[config.mk]
export PLATFORM = sky130hd
export DESIGN_NAME = fli_ctrl
export DESIGN_NICKNAME = d
export VERILOG_FILES = /design/src/fli_pkg.sv /design/src/fli_ctrl.sv
export SDC_FILE = /design/constraint.sdc
export NUM_CORES = 1
export LEC_CHECK = 0
export ABC_AREA = 1
export BUFFER_PORTS_ARGS = -buffer_cell sky130_fd_sc_hd__buf_2
export CORE_UTILIZATION = 40
export CTS_CLUSTER_DIAMETER = 30
export CTS_CLUSTER_SIZE = 28
export DETAILED_ROUTE_END_ITERATION = 7
export PLACE_DENSITY = 0.59
export SKIP_LAST_GASP = 1
export SYNTH_ARGS = -nofsm -noshare
export SYNTH_HDL_FRONTEND = slang
export SYNTH_SLANG_ARGS = --single-unit
[constraint.sdc]
create_clock -name i_clk -period 4 [get_ports i_clk]
set_input_delay 1.2 -clock i_clk [delete_from_list [all_inputs] [get_ports i_clk]]
set_output_delay 1.2 -clock i_clk [all_outputs]
set_load 0.02 [all_outputs]
[src/fli_pkg.sv]
`timescale 1ns / 1ps
// Shared types and constants of the field line interpolator.
// No dependencies; imported by fli_ctrl and field_line_interpolator_core.
package fli_pkg;

    localparam int unsigned SAMPLE_W     = 8;
    localparam int unsigned COL_W        = 13;
    localparam int unsigned ROW_W        = 11;
    localparam int unsigned ROW_BYTES_W  = 14;
    localparam int unsigned FIELD_ROWS_W = 12;
    localparam int unsigned CFG_DATA_W   = 14;
    localparam int unsigned CFG_ADDR_W   = 1;

    localparam logic [ROW_BYTES_W-1:0]  ROW_BYTES_RST  = ROW_BYTES_W'(7680);
    localparam logic [FIELD_ROWS_W-1:0] FIELD_ROWS_RST = FIELD_ROWS_W'(540);

    localparam logic [CFG_ADDR_W-1:0] CFG_ROW_BYTES  = 1'b0;
    localparam logic [CFG_ADDR_W-1:0] CFG_FIELD_ROWS = 1'b1;

    typedef struct packed {
        logic [ROW_W-1:0] row;
        logic [COL_W-1:0] col;
        logic             first_row;
        logic             end_row;
        logic             end_field;
    } t_pos;

endpackage

[src/fli_ctrl.sv]
`timescale 1ns / 1ps
// Configuration registers and raster position counters.
// Depends on fli_pkg.
module fli_ctrl #(
    parameter int unsigned MAX_ROW_BYTES  = 8192,
    parameter int unsigned MAX_FIELD_ROWS = 2048
) (
    input  logic                            i_clk,
    input  logic                            i_rst_n,
    input  logic                            i_cfg_we,
    input  logic [fli_pkg::CFG_ADDR_W-1:0]  i_cfg_addr,
    input  logic [fli_pkg::CFG_DATA_W-1:0]  i_cfg_wdata,
    input  logic                            i_advance,
    output fli_pkg::t_pos                   o_pos
);
    import fli_pkg::*;

    localparam int unsigned WW = ($clog2(MAX_ROW_BYTES + 1) > ROW_BYTES_W) ?
                                 $clog2(MAX_ROW_BYTES + 1) : ROW_BYTES_W;
    localparam int unsigned HW = ($clog2(MAX_FIELD_ROWS + 1) > FIELD_ROWS_W) ?
                                 $clog2(MAX_FIELD_ROWS + 1) : FIELD_ROWS_W;

    logic [ROW_BYTES_W-1:0]  r_row_bytes;
    logic [FIELD_ROWS_W-1:0] r_field_rows;
    logic [COL_W-1:0]        r_col, n_col;
    logic [ROW_W-1:0]        r_row, n_row;

    logic [WW-1:0] w_eff, w_m1;
    logic [HW-1:0] h_eff, h_m1;
    logic          end_row, end_field;

    always_ff @(posedge i_clk) begin
        if (!i_rst_n) begin
            r_row_bytes  <= ROW_BYTES_RST;
            r_field_rows <= FIELD_ROWS_RST;
        end else if (i_cfg_we) begin
            unique case (i_cfg_addr)
                CFG_ROW_BYTES:  r_row_bytes  <= i_cfg_wdata[ROW_BYTES_W-1:0];
                CFG_FIELD_ROWS: r_field_rows <= i_cfg_wdata[FIELD_ROWS_W-1:0];
            endcase
        end
    end

    // clamp the registers to the supported frame size
    always_comb begin
        if (r_row_bytes == '0)
            w_eff = WW'(1);
        else if (WW'(r_row_bytes) > WW'(MAX_ROW_BYTES))
            w_eff = WW'(MAX_ROW_BYTES);
        else
            w_eff = WW'(r_row_bytes);
        w_m1 = w_eff - WW'(1);

        if (HW'(r_field_rows) < HW'(2))
            h_eff = HW'(2);
        else if (HW'(r_field_rows) > HW'(MAX_FIELD_ROWS))
            h_eff = HW'(MAX_FIELD_ROWS);
        else
            h_eff = HW'(r_field_rows);
        h_m1 = h_eff - HW'(1);
    end

    assign end_row   = (WW'(r_col) >= w_m1);
    assign end_field = (HW'(r_row) >= h_m1);

    always_comb begin
        n_col = r_col;
        n_row = r_row;
        if (i_advance) begin
            if (end_row) begin
                n_col = '0;
                n_row = end_field ? '0 : r_row + ROW_W'(1);
            end else begin
                n_col = r_col + COL_W'(1);
            end
        end
    end

    always_ff @(posedge i_clk) begin
        if (!i_rst_n) begin
            r_col <= '0;
            r_row <= '0;
        end else begin
            r_col <= n_col;
            r_row <= n_row;
        end
    end

    assign o_pos.row       = r_row;
    assign o_pos.col       = r_col;
    assign o_pos.first_row = (r_row == '0);
    assign o_pos.end_row   = end_row;
    assign o_pos.end_field = end_field;

endmodule

Word level (Yosys, flattened, before mapping). Cells that the tools add are included.

Bits in registers: 50. Latch bits: 0. RAM bits: 0. Bits in read-only memories: 0. Input port bits: 19. Output and inout port bits: 27. Word-level logic and storage cells: 25. Memories: 0.

Add/sub/neg operators: 4. Multiply operators: 0. Divide/modulo/power cells: 0. Order comparisons: 5. Equality and inequality tests: 0. Shifts and indexed selects: 0. Muxes and demuxes: 6. Bitwise gates (word level): 1. Reduce and logical (&&, ||, !) cells: 5.

Operators with widths (count): 14-bit 2-to-1 mux (2); 12-bit 2-to-1 mux (2); 13-bit by 14-bit greater-or-equal comparator with 1-bit output (1); 14-bit greater-than comparator (second input constant) (1); 14-bit logical NOT (1); 14-bit by 1-bit subtractor with 14-bit output (second input constant) (1); 13-bit by 1-bit adder with 13-bit output (second input constant) (1); 13-bit 2-to-1 mux (1); 11-bit by 12-bit greater-or-equal comparator with 1-bit output (1); 12-bit greater-than comparator (second input constant) (1); 12-bit by 2-bit < comparator with 1-bit output (second input constant) (1); 12-bit by 1-bit subtractor with 12-bit output (second input constant) (1); 11-bit by 1-bit adder with 11-bit output (second input constant) (1); 11-bit logical NOT (1); 11-bit 2-to-1 mux (1); 2-bit AND reduction (3); 1-bit inverter (1).

Logic depth before layout (Yosys ltp). Gate-level depths: netlist of run 1.

Depth after elaboration: 6. Mapped depth: 28. Gate-level depth less buffers: 25.

Worst setup path before layout of run 1. No wires, ideal clock.

Path type: register -> output. Start point: reg r_row_bytes[7]. End point: out o_pos[1] (netlist name). Arrival time: 2599 ps. Required time: 2800 ps. Setup slack: 201 ps. Cell stages (with the launch flop): 25. Buffers on the path: 4. Cells stage by stage: dfxtp_1 buf_6 nor2_1 nand3_1 nor2_2 nand2_2 nand2_2 buf_6 buf_8 nand2_1 ha_1 nand2_1 inv_1 nand2_1 nand2_1 nand2_1 inv_1 ha_1 nand2_2 inv_2 nand2_1 nand2_1 a21oi_2 nand3_2 buf_4.

Longest elaborated chain between the ends: 5. Elaborated cells between the ends (all ways): 6. Those cells by class: add/sub (1); order compare (2); mux (2); reduce/logical (1).

RTL lines: start, declared (line fli_ctrl.sv:23) `logic [ROW_BYTES_W-1:0] r_row_bytes;`; start signal, assigned (line fli_ctrl.sv:38) `CFG_ROW_BYTES: r_row_bytes <= i_cfg_wdata[ROW_BYTES_W-1:0];`; 14-bit greater-than comparator (line fli_ctrl.sv:48) `else if (WW'(r_row_bytes) > WW'(MAX_ROW_BYTES))`; 14-bit 2-to-1 mux (line fli_ctrl.sv:48); 14-bit 2-to-1 mux * (line fli_ctrl.sv:46) `if (r_row_bytes == '0)`; 14-bit by 1-bit subtractor with 14-bit output * (line fli_ctrl.sv:52) `w_m1 = w_eff - WW'(1);`; 13-bit by 14-bit greater-or-equal comparator with 1-bit output * (line fli_ctrl.sv:63) `assign end_row = (WW'(r_col) >= w_m1);`; end, declared (line fli_ctrl.sv:14) `output fli_pkg::t_pos o_pos`.

Mark *: on every way between the ends. The rest lies on a longest branch, timed or not.

==> results of run 1 <==
placed cells by master (no fill, tap or decap), types with 9 or more instances in the layout:
cell type and n:
sky130_fd_sc_hd__nand2_1 117, sky130_fd_sc_hd__nor2_1 59, sky130_fd_sc_hd__inv_1 54, sky130_fd_sc_hd__nand3_1 44, sky130_fd_sc_hd__buf_2 43, sky130_fd_sc_hd__dfxtp_1 33
sky130_fd_sc_hd__o21ai_0 28, sky130_fd_sc_hd__buf_4 27, sky130_fd_sc_hd__ha_1 24, sky130_fd_sc_hd__nand4_1 16, sky130_fd_sc_hd__nand2_2 13, sky130_fd_sc_hd__nor2_2 11
sky130_fd_sc_hd__xor2_1 11, sky130_fd_sc_hd__o21ai_1 11, sky130_fd_sc_hd__inv_2 9, sky130_fd_sc_hd__o41ai_1 9, sky130_fd_sc_hd__a21oi_1 9, sky130_fd_sc_hd__dfxtp_2 9
path summary, 6_finish.rpt:
check	from	endpoint	slack (ns)	depth (start not counted)
worst min register to register	r_field_rows[0]	r_field_rows[0]	0.48	2
worst max register to register	r_row_bytes[5]	r_row[10]	0.89	23
worst max-delay path	r_field_rows[2]	o_pos[0]	0.05	21
worst min-delay path	r_field_rows[0]	r_field_rows[0]	0.48	2
metrics by stage:
stage	power, mW	instance area, um2	util [%]
after floorplan	0.738	3590	-
after global placement	0.796	3910	44.8
after detailed placement	0.802	3910	44.8
after CTS	1.10	4040	46.3
after global routing	1.20	4410	50.6
final	1.13	4410	50.6
area by class of cell:
cell class / count / area [um2]
Clock buffer: 7 / 76.3
Inverter: 64 / 240
Tap cell: 108 / 135
Sequential cell: 50 / 1040
Fill cell: 883 / 4310
Timing Repair Buffer: 75 / 495
Multi-Input combinational cell: 410 / 2420
state kept, by name, indices dropped and copies added (netlist names):
signal and cells:
r_field_rows 12, r_row_bytes 14, r_row 11, r_col 13
cells in the mapped netlist (2+ instances only):
master	instances
sky130_fd_sc_hd__nand2_1	128
sky130_fd_sc_hd__nor2_1	69
sky130_fd_sc_hd__inv_1	59
sky130_fd_sc_hd__dfxtp_1	50
sky130_fd_sc_hd__nand3_1	48
sky130_fd_sc_hd__ha_1	29
sky130_fd_sc_hd__o21ai_0	28
sky130_fd_sc_hd__nand4_1	16
sky130_fd_sc_hd__a21oi_1	11
sky130_fd_sc_hd__o21ai_1	11
sky130_fd_sc_hd__xor2_1	11
sky130_fd_sc_hd__o41ai_1	10
sky130_fd_sc_hd__nor3_1	9
sky130_fd_sc_hd__clkbuf_1	7
sky130_fd_sc_hd__xnor2_1	7
sky130_fd_sc_hd__nand2_2	5
sky130_fd_sc_hd__nor2_2	5
sky130_fd_sc_hd__inv_2	4
sky130_fd_sc_hd__o211ai_1	4
sky130_fd_sc_hd__buf_2	3
sky130_fd_sc_hd__buf_4	3
sky130_fd_sc_hd__buf_6	3
sky130_fd_sc_hd__o21bai_1	3
sky130_fd_sc_hd__a21oi_2	2
sky130_fd_sc_hd__nand3_2	2
sky130_fd_sc_hd__or2_1	2
timing repair:
item                                    in CTS  in global routing
gates cloned                                 0                  1
pin swaps                                    2                 20
buffers inserted                             1                 18
endpoints found under the setup margin       2                  2
resized for setup                           21                 60
logic make-up after synthesis:
group	after synthesis	share of synthesized area, %
simple gates	291	35.7
buf+inv	81	9.83
compound gates	72	12.1
flops	50	27.9
fa+ha+maj	29	10.1
xor+xnor	18	4.39
metal layers:
layer  up-vias  share of wire [%]  global-route usage [%]
met5         -                  0                       0
met4         0                1.9                    5.86
met3        14                2.6                    2.89
met2        65                 48                    34.0
met1      1684                 47                    24.6
li1       1907                  -                       -
worst max-delay path, cell delays in order, from the launching register on:
cell and delay, ns:
sky130_fd_sc_hd__dfxtp_4 0.36, sky130_fd_sc_hd__nor2_1 0.11, sky130_fd_sc_hd__nand2_1 0.08, sky130_fd_sc_hd__nor2_2 0.12, sky130_fd_sc_hd__nand2_1 0.10, sky130_fd_sc_hd__nand2_2 0.09
sky130_fd_sc_hd__nand2_1 0.07, sky130_fd_sc_hd__nand2_2 0.08, sky130_fd_sc_hd__inv_2 0.05, sky130_fd_sc_hd__ha_4 0.17, sky130_fd_sc_hd__nand2_1 0.10, sky130_fd_sc_hd__inv_1 0.05
sky130_fd_sc_hd__nand2_1 0.06, sky130_fd_sc_hd__xnor2_1 0.13, sky130_fd_sc_hd__ha_1 0.25, sky130_fd_sc_hd__nand3_1 0.10, sky130_fd_sc_hd__inv_1 0.08, sky130_fd_sc_hd__nand2_2 0.07
sky130_fd_sc_hd__nand3_2 0.09, sky130_fd_sc_hd__nor2_4 0.13, sky130_fd_sc_hd__inv_2 0.04, sky130_fd_sc_hd__buf_6 0.12
power groups by stage:
stage | Sequential [mW] | Clock [mW] | Combinational (mW)
finish | 0.540 | 0.284 | 0.307
floorplan | 0.547 | 0 | 0.191
global route | 0.543 | 0.314 | 0.346
global placement | 0.550 | 0 | 0.247
detailed placement | 0.551 | 0 | 0.251
CTS | 0.541 | 0.297 | 0.258
==> impl_summary.log, run 1 <==
INFO  metric flow.area_growth_from_synthesis = 23.0%
INFO  metric initial_utilization = between 40% and 50%
INFO  metric combinationalPowerShare = 27.2%
INFO  metric netlist_area = 3590 um2
INFO  metric wl = approximately 9400 um
INFO  metric fin_ws = around 0.05 ns
INFO  metric area_of_the_die = 9350 um2
INFO  metric netlist_top_cells_area = sky130_fd_sc_hd__dfxtp_1, sky130_fd_sc_hd__nand2_1, sky130_fd_sc_hd__ha_1
INFO  metric period_utilisation_layout = 98.8%
INFO  metric worst-endpoint-arrival = about 2.8 ns
INFO  metric async_flop_share = 0%
INFO  metric finClkSkew = 0.00262 ns
INFO  metric timing.critical_path.from_type = flop
INFO  metric ctsHtreeMaxLevel = 2
INFO  metric detailedPlacementHpwl = 6750 um
INFO  metric detail_route.drc_violations = 0
INFO  metric largest_net_degree_at_the_start_of_global_routing = 41
INFO  metric cts_tree = built
INFO  metric avgSynthCellArea = 6.63 um2
INFO  metric fmax = 253 MHz
INFO  metric synth_fp_nets = 589
INFO  metric clock_latency_on_the_worst_skew_pair = 0.30 ns
INFO  metric cts_made_buffers = 5
INFO  metric portBuffers = 45
INFO  metric fp.dieH = approximately 97 um
INFO  metric areal_power_density_over_the_cells = 256 nW/um2
INFO  metric synth_top_flop_cell = sky130_fd_sc_hd__dfxtp_1
INFO  metric timing.max_slew.rel_slack = between 50% and 60%
INFO  metric rsz0062_at_grt = yes
INFO  metric floorplan.die.width = 96.7 um
INFO  metric tightest_slew = approximately 0.68 ns
INFO  metric static-leakage-power = 2.09 nW
INFO  metric syn_inst = 541
INFO  metric path_max_fanout = 5
INFO  metric placedCellCount = approximately 690
INFO  metric final_nets = 654
INFO  metric clockBufferDepth = 2
INFO  metric timing.critical_path.to_type = output pin
INFO  metric drt_first_pass_iters = 4
INFO  metric wl_per_cell = around 13 um
INFO  metric io-pin-count = between 40 and 50
INFO  metric timing.final.crit_period = roughly 4 ns
INFO  metric seq_area_frac_synth = 27.9%
INFO  metric clkTransAtPathRegs = 0.09 ns
INFO  metric seqPwrFrac = 47.7%
INFO  metric synth_enable_flop_cells = 0
INFO  metric yosys.area.top_type = sky130_fd_sc_hd__dfxtp_1
INFO  metric synth_warnings = 0
INFO  metric clock_power_share = 25.1%
INFO  metric net-switching-power = 367 uW
INFO  metric final.setup.tns = 0 ns
INFO  metric power_switching_share = about a third
INFO  metric route.vias.total = 3670
INFO  metric finalNonFillerCells = approximately 710
INFO  metric fp.coreArea = 8720 um2
INFO  metric overflow = 0
INFO  metric internal-power = 764 uW
INFO  metric vias_per_cell = 5.14
INFO  metric violation_count_after_the_first_detailed_route_iteration = around 140
INFO  metric netlist.area_leader.share = 27.9%
INFO  metric antenna_cells = 0
INFO  metric clock_sink_count = 50
INFO  metric max_cap_viol_count = 0
INFO  metric max-vdd-ir-drop = 0.146 mV
INFO  metric first_global_vias = 3308
INFO  metric placement_row_count = 34
INFO  metric antenna_left = 0
INFO  metric postCtsHoldBufs = 0
INFO  metric maxSlewViolCount = 0
INFO  metric finalSetupViolCount = 0
INFO  metric gr-usage-all-layers = about a fifth
INFO  metric synth_cell_type_count = 38
INFO  metric root_buffer_selected_by_cts = sky130_fd_sc_hd__clkbuf_8
INFO  metric ys_seq_elements = 50
INFO  metric critPathKind = reg2out
INFO  metric required_time_worst_endpoint = 2.80 ns
INFO  metric status = complete, no violations
INFO  metric place_congestion = 0.914
INFO  metric grt_antenna_before_repair = 0
INFO  metric layout-drive-gt1-share = 26.2%
INFO  metric timing.hold.ws = between 0.4 and 0.5 ns
INFO  metric timing.final.hold_violations = 0
INFO  metric pre_cts_slack = 0.188 ns
INFO  metric wire_length_of_the_first_global_routing_pass = between 15000 and 20000 um
INFO  metric hp-class = reg2reg
Power figures use the tool's default switching activity.
==> run 2, diff against run 1 <==
--- a/constraint.sdc
+++ b/constraint.sdc
@@ -3,2 +3,2 @@
 set_output_delay 1.2 -clock i_clk [all_outputs]
-set_load 0.02 [all_outputs]
+set_load 0.05 [all_outputs]
==> run 2 against run 1 <==
  * Highest routed layer unchanged
  * Register-to-register slack got worse by 0.16 ns
  * Clock skew rose by 0.0021 ns
  * Global-route usage rose by 0.32 points
  * The run now ends with setup timing left
  * Largest power group unchanged
  * Wire length rose by 1.5%
  * Clock power rose by 9.2%
==> impl_summary.log, run 2 (synthesis results as in run 1) <==
INFO  metric status = finished, violations left
INFO  metric violations = setup timing
INFO  metric drt_first_pass_iters = 4 (unchanged)
INFO  metric total_power = 1.17 mW (+3.4%)
INFO  metric worst-endpoint-arrival = 2.82 ns (+0.07 ns)
INFO  metric max-vdd-ir-drop = 0.161 mV (+11%)
INFO  metric detail_route.drc_violations = 0 (unchanged)
INFO  metric path_buf_inv = 4 (-1)
INFO  metric area_of_the_die = 9350 um2 (unchanged)
INFO  metric crit-reg2reg-launch = r_row_bytes[1]
INFO  metric fp.dieH = 96.7 um (unchanged)
INFO  metric grt_antenna_before_repair = 0 (unchanged)
INFO  metric finalSetupViolCount = 1 (+1)
INFO  metric fmax = 249 MHz (-1.6%)
INFO  metric holdPathStages = 2 (unchanged)
INFO  metric violation_count_after_the_first_detailed_route_iteration = 133 (-6.3%)
INFO  metric clock_latency_on_the_worst_skew_pair = 0.30 ns (about the same)
INFO  metric cts_made_buffers = 5 (unchanged)
INFO  metric timing.critical_path.from_type = flop
INFO  metric critPathMostFrequentCell = sky130_fd_sc_hd__nand2_2
INFO  metric period_utilisation_layout = 100% (+1.6 points)
INFO  metric portBuffers = 45 (unchanged)
INFO  metric largestRegisters = r_row_bytes x14, r_col x13, r_field_rows x12
INFO  metric rsz0062_at_grt = yes
INFO  metric timing.final.crit_period = 4.02 ns (+0.0657 ns)
INFO  metric initial_utilization = 41.1% (unchanged)
INFO  metric hp-class = reg2reg
INFO  metric setup.reg_to_reg.worst_slack = 0.73 ns (-0.16 ns)
INFO  metric fp.coreArea = 8720 um2 (unchanged)
INFO  metric layout-drive-gt1-share = 28.0% (+1.8 points)
INFO  metric wire_length_of_the_first_global_routing_pass = 15400 um (+1.4%)
INFO  metric placement_row_count = 34 (unchanged)
INFO  metric largest_register_ff_count = 14 (unchanged)
INFO  metric root_buffer_selected_by_cts = sky130_fd_sc_hd__clkbuf_8
INFO  metric required_time_worst_endpoint = 2.80 ns (about the same)
INFO  metric first_global_vias = 3275 (-1.0%)
INFO  metric slowest_stage = sky130_fd_sc_hd__dfxtp_2
INFO  metric ctsHtreeMaxLevel = 2 (unchanged)
INFO  metric final_nets = 654 (unchanged)
INFO  metric finalNonFillerCells = 715 (+0.14%)
INFO  metric antenna_cells = 0 (unchanged)
INFO  metric whs_endpoint = r_field_rows[0]
INFO  metric r2r.worst_path.cells = 24 (+4.3%)
INFO  metric nFillCells = 875 (-0.91%)
INFO  metric timing.critical_path.cells = or2_1, nor2_2, nand2_2, nor2_2, nor2_2, ha_2, nand2_2, inv_2, nand2_1, nand2_1, nand2_2, inv_2, ha_4, nand2_4, inv_2, nand2_2, nand2_2, a21oi_4, nand3_2, buf_8
INFO  metric place_congestion = 0.870 (-4.8%)
INFO  metric finClkSkew = 0.00477 ns (+0.00214 ns)
INFO  metric timing.max_slew.rel_slack = 51.0% (-3.1 points)
INFO  metric largest_net_degree_at_the_start_of_global_routing = 41 (unchanged)
INFO  metric gr-usage-all-layers = 19.8% (+0.32 points)
INFO  metric antenna_left = 0 (unchanged)
INFO  metric critPathKind = reg2out
INFO  metric maxSlewViolCount = 0 (unchanged)
INFO  metric critical_path.max_stage_delay = 0.34 ns (-0.02 ns)
INFO  metric crit_family = simple AND/OR/NAND/NOR gates
INFO  metric cts_tree = built
INFO  metric static-leakage-power = 2.11 nW (+1.0%)
INFO  metric fin_ws = -0.0165 ns (-0.0657 ns)
INFO  metric final_cell_mix = sky130_fd_sc_hd__nand2_1, sky130_fd_sc_hd__nor2_1, sky130_fd_sc_hd__inv_1
INFO  metric timing.hold.ws = 0.486 ns (+0.00435 ns)
INFO  metric overflow = 0 (unchanged)
INFO  metric route.vias.total = 3690 (+0.54%)
INFO  metric timing.critical_path.to_type = output pin
INFO  metric placedCellCount = 689 (+0.29%)
INFO  metric max_cap_viol_count = 0 (unchanged)
INFO  metric fin_util = 51.1% (+0.50 points)
INFO  metric regMostFlops = r_row_bytes
INFO  metric min_from = r_field_rows[0]
INFO  metric tightest_slew = 0.725 ns (+0.0455 ns)
INFO  metric floorplan.die.width = 96.7 um (unchanged)
INFO  metric clockBufferDepth = 2 (unchanged)
INFO  metric path_max_fanout = 4 (-1)
INFO  metric detailedPlacementHpwl = 6720 um (-0.53%)
INFO  metric io-pin-count = 46 (unchanged)
INFO  metric final_common_cell = sky130_fd_sc_hd__nand2_1
INFO  metric wl_per_cell = 13.3 um (+1.3%)
INFO  metric vias_per_cell = 5.16 (+0.40%)
INFO  metric pre_cts_slack = 0.143 ns (-0.0453 ns)
INFO  metric reg2reg_to = r_col[3]
INFO  metric areal_power_density_over_the_cells = 263 nW/um2 (+2.4%)
INFO  metric clkTransAtPathRegs = 0.09 ns (about the same)
INFO  metric timing.final.hold_violations = 0 (unchanged)
INFO  metric wl = 9510 um (+1.5%)
INFO  metric clock_sink_count = 50 (unchanged)
INFO  metric flow.area_growth_from_synthesis = 24.2%
run 2: cell types whose count changed in the layout (fill, tap and decap cells not counted), sizes merged:
| cell | before | now |
|---|---|---|
| buf | 74 | 75 |
| clkbuf | 8 | 7 |
| clkinv | 1 | 2 |
run 2: worst register-to-register path: stages, from the launching register on:
cell	delay [ns]
sky130_fd_sc_hd__dfxtp_2	0.34
sky130_fd_sc_hd__or2_1	0.22
sky130_fd_sc_hd__nor2_2	0.17
sky130_fd_sc_hd__nand2_2	0.11
sky130_fd_sc_hd__nor2_2	0.13
sky130_fd_sc_hd__nor2_2	0.06
sky130_fd_sc_hd__ha_2	0.21
sky130_fd_sc_hd__nand2_2	0.09
sky130_fd_sc_hd__inv_2	0.05
sky130_fd_sc_hd__nand2_1	0.06
sky130_fd_sc_hd__nand2_1	0.07
sky130_fd_sc_hd__nand2_2	0.06
sky130_fd_sc_hd__inv_2	0.04
sky130_fd_sc_hd__ha_4	0.21
sky130_fd_sc_hd__nand2_4	0.08
sky130_fd_sc_hd__inv_2	0.04
sky130_fd_sc_hd__nand2_2	0.06
sky130_fd_sc_hd__nand2_2	0.07
sky130_fd_sc_hd__a21oi_4	0.16
sky130_fd_sc_hd__nand3_2	0.12
sky130_fd_sc_hd__buf_4	0.15
sky130_fd_sc_hd__buf_4	0.15
sky130_fd_sc_hd__nand2_4	0.13
sky130_fd_sc_hd__nand2_2	0.20
sky130_fd_sc_hd__nor3_1	0.22
run 2: area by class of cell:
| class | count | area [um2] | share of cell area, % |
|---|---|---|---|
| inverter | 64 | 240 | 5.39 |
| sequential | 50 | 1040 | 23.3 |
| tap | 108 | 135 | 3.03 |
| timing repair buffer | 75 | 482 | 10.8 |
| clock buffer | 7 | 86.3 | 1.94 |
| multi-input combinational | 410 | 2470 | 55.5 |
| clock inverter | 1 | 5.00 | 0.112 |
run 2: how the worst max path moves through the flow:
stage / from / to / cells past startpoint
after floorplan: r_row_bytes[7] / o_pos[1] / 21
after global placement: r_row_bytes[4] / o_pos[1] / 19
after detailed placement: r_row_bytes[7] / o_pos[1] / 19
after CTS: r_row_bytes[7] / o_pos[1] / 19
after global routing: r_field_rows[8] / o_pos[0] / 20
final: r_row_bytes[1] / o_pos[1] / 20
run 2: per-stage QoR:
step                      TNS [ns]  area [um2]
final                      -0.0165        4460
after detailed placement         0        3930
after CTS                        0        4080
after floorplan                  0        3590
after global routing        -0.369        4460
after global placement           0        3930
run 2: timing repair:
item,CTS,global route
pin swaps,2,29
setup endpoints to repair,2,2
buffers inserted,2,16
hold buffers,0,0
resized for setup,23,66
run 2: per-layer routing:
layer	part of all wire (%)	up-vias	track usage [%]
li1	-	1917	-
met2	49	69	34.1
met1	46	1685	24.9
met5	0	-	0
met4	2.5	0	7.00
met3	3.0	19	2.96
run 2: power by group:
group	total, mW	internal, mW	switching [mW]	leakage [nW]
Sequential	0.537	0.517	0.0205	0.412
Combinational	0.322	0.129	0.194	1.65
Clock	0.310	0.140	0.170	0.0482
==> run 3, diff against run 2 <==
- CORE_MARGIN: default -> 5
==> run 3 against run 2 <==
  * The flow now finishes without violations
  * Sequential power hardly changed
  * Final cell count up 0.84%
  * Flip-flop and latch count unchanged
  * Critical path depth is 2 higher
  * Clock skew rose by 0.0056 ns
  * Non-clock buffer count up 6
  * First-iteration DRC count grew 34%
  * Via count fell by 0.46%
  * Worst hold slack worse by 0.0076 ns
  * Largest cell class unchanged
==> impl_summary.log, run 3 (synthesis results as in run 1) <==
INFO  metric status = complete, no violations
INFO  metric crit_family = simple AND/OR/NAND/NOR gates
INFO  metric timing.max_slew.rel_slack = 54.1% (+3.1 points)
INFO  metric maxSlewViolCount = 0 (unchanged)
INFO  metric wl_per_cell = 13.4 um (+0.56%)
INFO  metric power_switching_share = 31.3% (-1.5 points)
INFO  metric timing.critical_path.to_type = output pin
INFO  metric cp_num_cells = 22 (+10%)
INFO  metric overflow = 0 (unchanged)
INFO  metric critical_path.max_stage_delay = 0.34 ns (about the same)
INFO  metric largest_net_degree_at_the_start_of_global_routing = 41 (unchanged)
INFO  metric floorplan.die.width = 105 um (+8.3%)
INFO  metric cts_tree = built
INFO  metric regMostFlops = r_row_bytes
INFO  metric net-switching-power = 384 uW (about the same)
INFO  metric detailedPlacementHpwl = 6920 um (+3.1%)
INFO  metric postCtsHoldBufs = 0 (unchanged)
INFO  metric critPathKind = reg2out
INFO  metric total_power = 1.23 mW (+4.8%)
INFO  metric final.setup.tns = 0 ns (+0.0165 ns)
INFO  metric first_global_vias = 3341 (+2.0%)
INFO  metric timing.critical_path.from_type = flop
INFO  metric wl = 9650 um (+1.4%)
INFO  metric largest_register_ff_count = 14 (unchanged)
INFO  metric path_buf_inv = 5 (+1)
INFO  metric clock_latency_on_the_worst_skew_pair = 0.31 ns (about the same)
INFO  metric timing.final.crit_period = 3.98 ns (-0.0388 ns)
INFO  metric antenna_cells = 0 (unchanged)
INFO  metric wire_length_of_the_first_global_routing_pass = 15600 um (+1.5%)
INFO  metric tightest_slew = 0.689 ns (-0.0365 ns)
INFO  metric clock_sink_count = 50 (unchanged)
INFO  metric final_common_cell = sky130_fd_sc_hd__nand2_1
INFO  metric finalSetupViolCount = 0 (-1)
INFO  metric clockBufferDepth = 2 (unchanged)
INFO  metric initial_utilization = 41.1% (unchanged)
INFO  metric largestRegisters = r_row_bytes x14, r_col x13, r_field_rows x12
INFO  metric clkTransAtPathRegs = 0.09 ns (about the same)
INFO  metric fmax = 251 MHz (+0.98%)
INFO  metric timing.final.hold_violations = 0 (unchanged)
INFO  metric final_nets = 660 (+0.92%)
INFO  metric startpoint = r_field_rows[10]
INFO  metric ctsHtreeMaxLevel = 2 (unchanged)
INFO  metric timing.critical_path.cells = nor2_1, nand2_1, nor2_2, nand2_1, nand2_2, nand2_2, nand2_2, inv_2, ha_4, buf_4, nand3_2, nand2_1, nand2_1, inv_2, ha_4, nand3_4, nor3_2, nand2_2, nand3_2, nor2_4, inv_2, buf_8
INFO  metric seqPwrFrac = 43.9% (-2.0 points)
INFO  metric crit-reg2reg-launch = r_row_bytes[4]
INFO  metric pre_cts_slack = 0.0800 ns (-0.0630 ns)
INFO  metric drt_first_pass_iters = 5 (+1)
INFO  metric finalNonFillerCells = 721 (+0.84%)
INFO  metric rsz0062_at_grt = yes
INFO  metric path_max_fanout = 4 (unchanged)
INFO  metric grt_antenna_before_repair = 0 (unchanged)
INFO  metric finClkSkew = 0.0104 ns (+0.00563 ns)
INFO  metric fin_ws = 0.0224 ns (+0.0388 ns)
INFO  metric internal-power = 842 uW (+7.2%)
INFO  metric worst-endpoint-arrival = 2.78 ns (-0.04 ns)
INFO  metric io-pin-count = 46 (unchanged)
INFO  metric period_utilisation_layout = 99.4% (-0.97 points)
INFO  metric hp-class = reg2reg
INFO  metric static-leakage-power = 2.17 nW (+2.8%)
INFO  metric flow.area_growth_from_synthesis = 26.8%
INFO  metric portBuffers = 45 (unchanged)
INFO  metric root_buffer_selected_by_cts = sky130_fd_sc_hd__clkbuf_8
INFO  metric max_cap_viol_count = 0 (unchanged)
INFO  metric vias_per_cell = 5.09 (-1.3%)
INFO  metric fp.dieH = 105 um (+8.3%)
INFO  metric gr-usage-all-layers = 16.7% (-3.1 points)
INFO  metric worstSetupEndpoint = o_pos[0]
INFO  metric required_time_worst_endpoint = 2.80 ns (about the same)
INFO  metric r2r.worst_path.cells = 24 (unchanged)
INFO  metric layout-drive-gt1-share = 28.4% (+0.38 points)
INFO  metric reg2reg_to = r_col[3]
INFO  metric placement_row_count = 34 (unchanged)
INFO  metric place_congestion = 0.862 (-0.95%)
INFO  metric fp.coreArea = 8720 um2 (unchanged)
INFO  metric violation_count_after_the_first_detailed_route_iteration = 178 (+34%)
INFO  metric setup.reg_to_reg.worst_slack = 0.98 ns (+0.25 ns)
INFO  metric area_of_the_die = 11000 um2 (+17%)
INFO  metric antenna_left = 0 (unchanged)
INFO  metric cts_made_buffers = 5 (unchanged)
INFO  metric combinationalPowerShare = 26.8% (-0.8 points)
INFO  metric max-vdd-ir-drop = 0.173 mV (+7.3%)
INFO  metric final_cell_mix = sky130_fd_sc_hd__nand2_1, sky130_fd_sc_hd__nor2_1, sky130_fd_sc_hd__inv_1
INFO  metric detail_route.drc_violations = 0 (unchanged)
INFO  metric clock_power_share = 29.3% (+2.8 points)
INFO  metric placedCellCount = 690 (+0.15%)
INFO  metric fin_util = 52.2% (+1.1 points)
INFO  metric areal_power_density_over_the_cells = 270 nW/um2 (+2.7%)
INFO  metric slowest_stage = sky130_fd_sc_hd__dfxtp_2
INFO  metric route.vias.total = 3673 (-0.46%)
[run 3: cell types whose count changed in the layout (fill, tap and decap cells not counted), moves of 2 or more]
cell,previous run,this run
sky130_fd_sc_hd__buf_4,27,32
sky130_fd_sc_hd__nor2_4,5,7
sky130_fd_sc_hd__o21ai_0,28,26
sky130_fd_sc_hd__o21ai_1,11,13
[run 3: area by class of cell]
class,instances,area [um2]
clock buffers,7,76.3
flip-flops and latches,50,1040
repair buffers,81,548
fillers,865,4170
multi-input cells,410,2480
well taps,108,135
clock inverters,1,30.0
inverters,64,240
[run 3: routing by layer]
layer	up-vias	track usage, %	part of all wire, %
met4	0	4.20	1.1
met2	71	28.3	47
met3	10	2.65	3.8
met5	-	0	0
met1	1672	22.2	48
li1	1920	-	-
[run 3: power groups by stage]
stage | Sequential (mW) | Combinational, mW | Clock (mW)
4_1_cts | 0.539 | 0.276 | 0.375
5_1_grt | 0.542 | 0.371 | 0.391
2_1_floorplan | 0.551 | 0.191 | 0
3_5_place_dp | 0.548 | 0.260 | 0
6_report | 0.539 | 0.328 | 0.360
3_3_place_gp | 0.549 | 0.255 | 0
[run 3: how the worst min path moves through the flow]
stage	from	endpoint	slack [ns]	cells after the start
2_1_floorplan	r_row_bytes[0]	r_row_bytes[0]	0.44	2
3_3_place_gp	r_field_rows[0]	r_field_rows[0]	0.46	2
3_5_place_dp	r_field_rows[0]	r_field_rows[0]	0.47	2
4_1_cts	r_field_rows[0]	r_field_rows[0]	0.48	2
5_1_grt	r_row_bytes[0]	r_row_bytes[0]	0.51	2
6_report	r_field_rows[0]	r_field_rows[0]	0.48	2
[run 3: repair_timing]
action / CTS / global route
gates resized for setup: 33 / 62
setup endpoints to repair: 2 / 2
pin swaps: 14 / 29
buffers inserted: 7 / 15
gates cloned: 0 / 1
[run 3: tightest hold or removal path: stages, from the launching register on]
cell and delay [ns]:
sky130_fd_sc_hd__dfxtp_1 0.32, sky130_fd_sc_hd__inv_1 0.06, sky130_fd_sc_hd__a21oi_1 0.05
[run 3: stage by stage]
step	cell area, um2	hold WS (ns)
floorplan	3590	0.440
global placement	3930	0.464
detailed placement	3930	0.465
CTS	4170	0.479
global route	4550	0.514
finish	4550	0.478
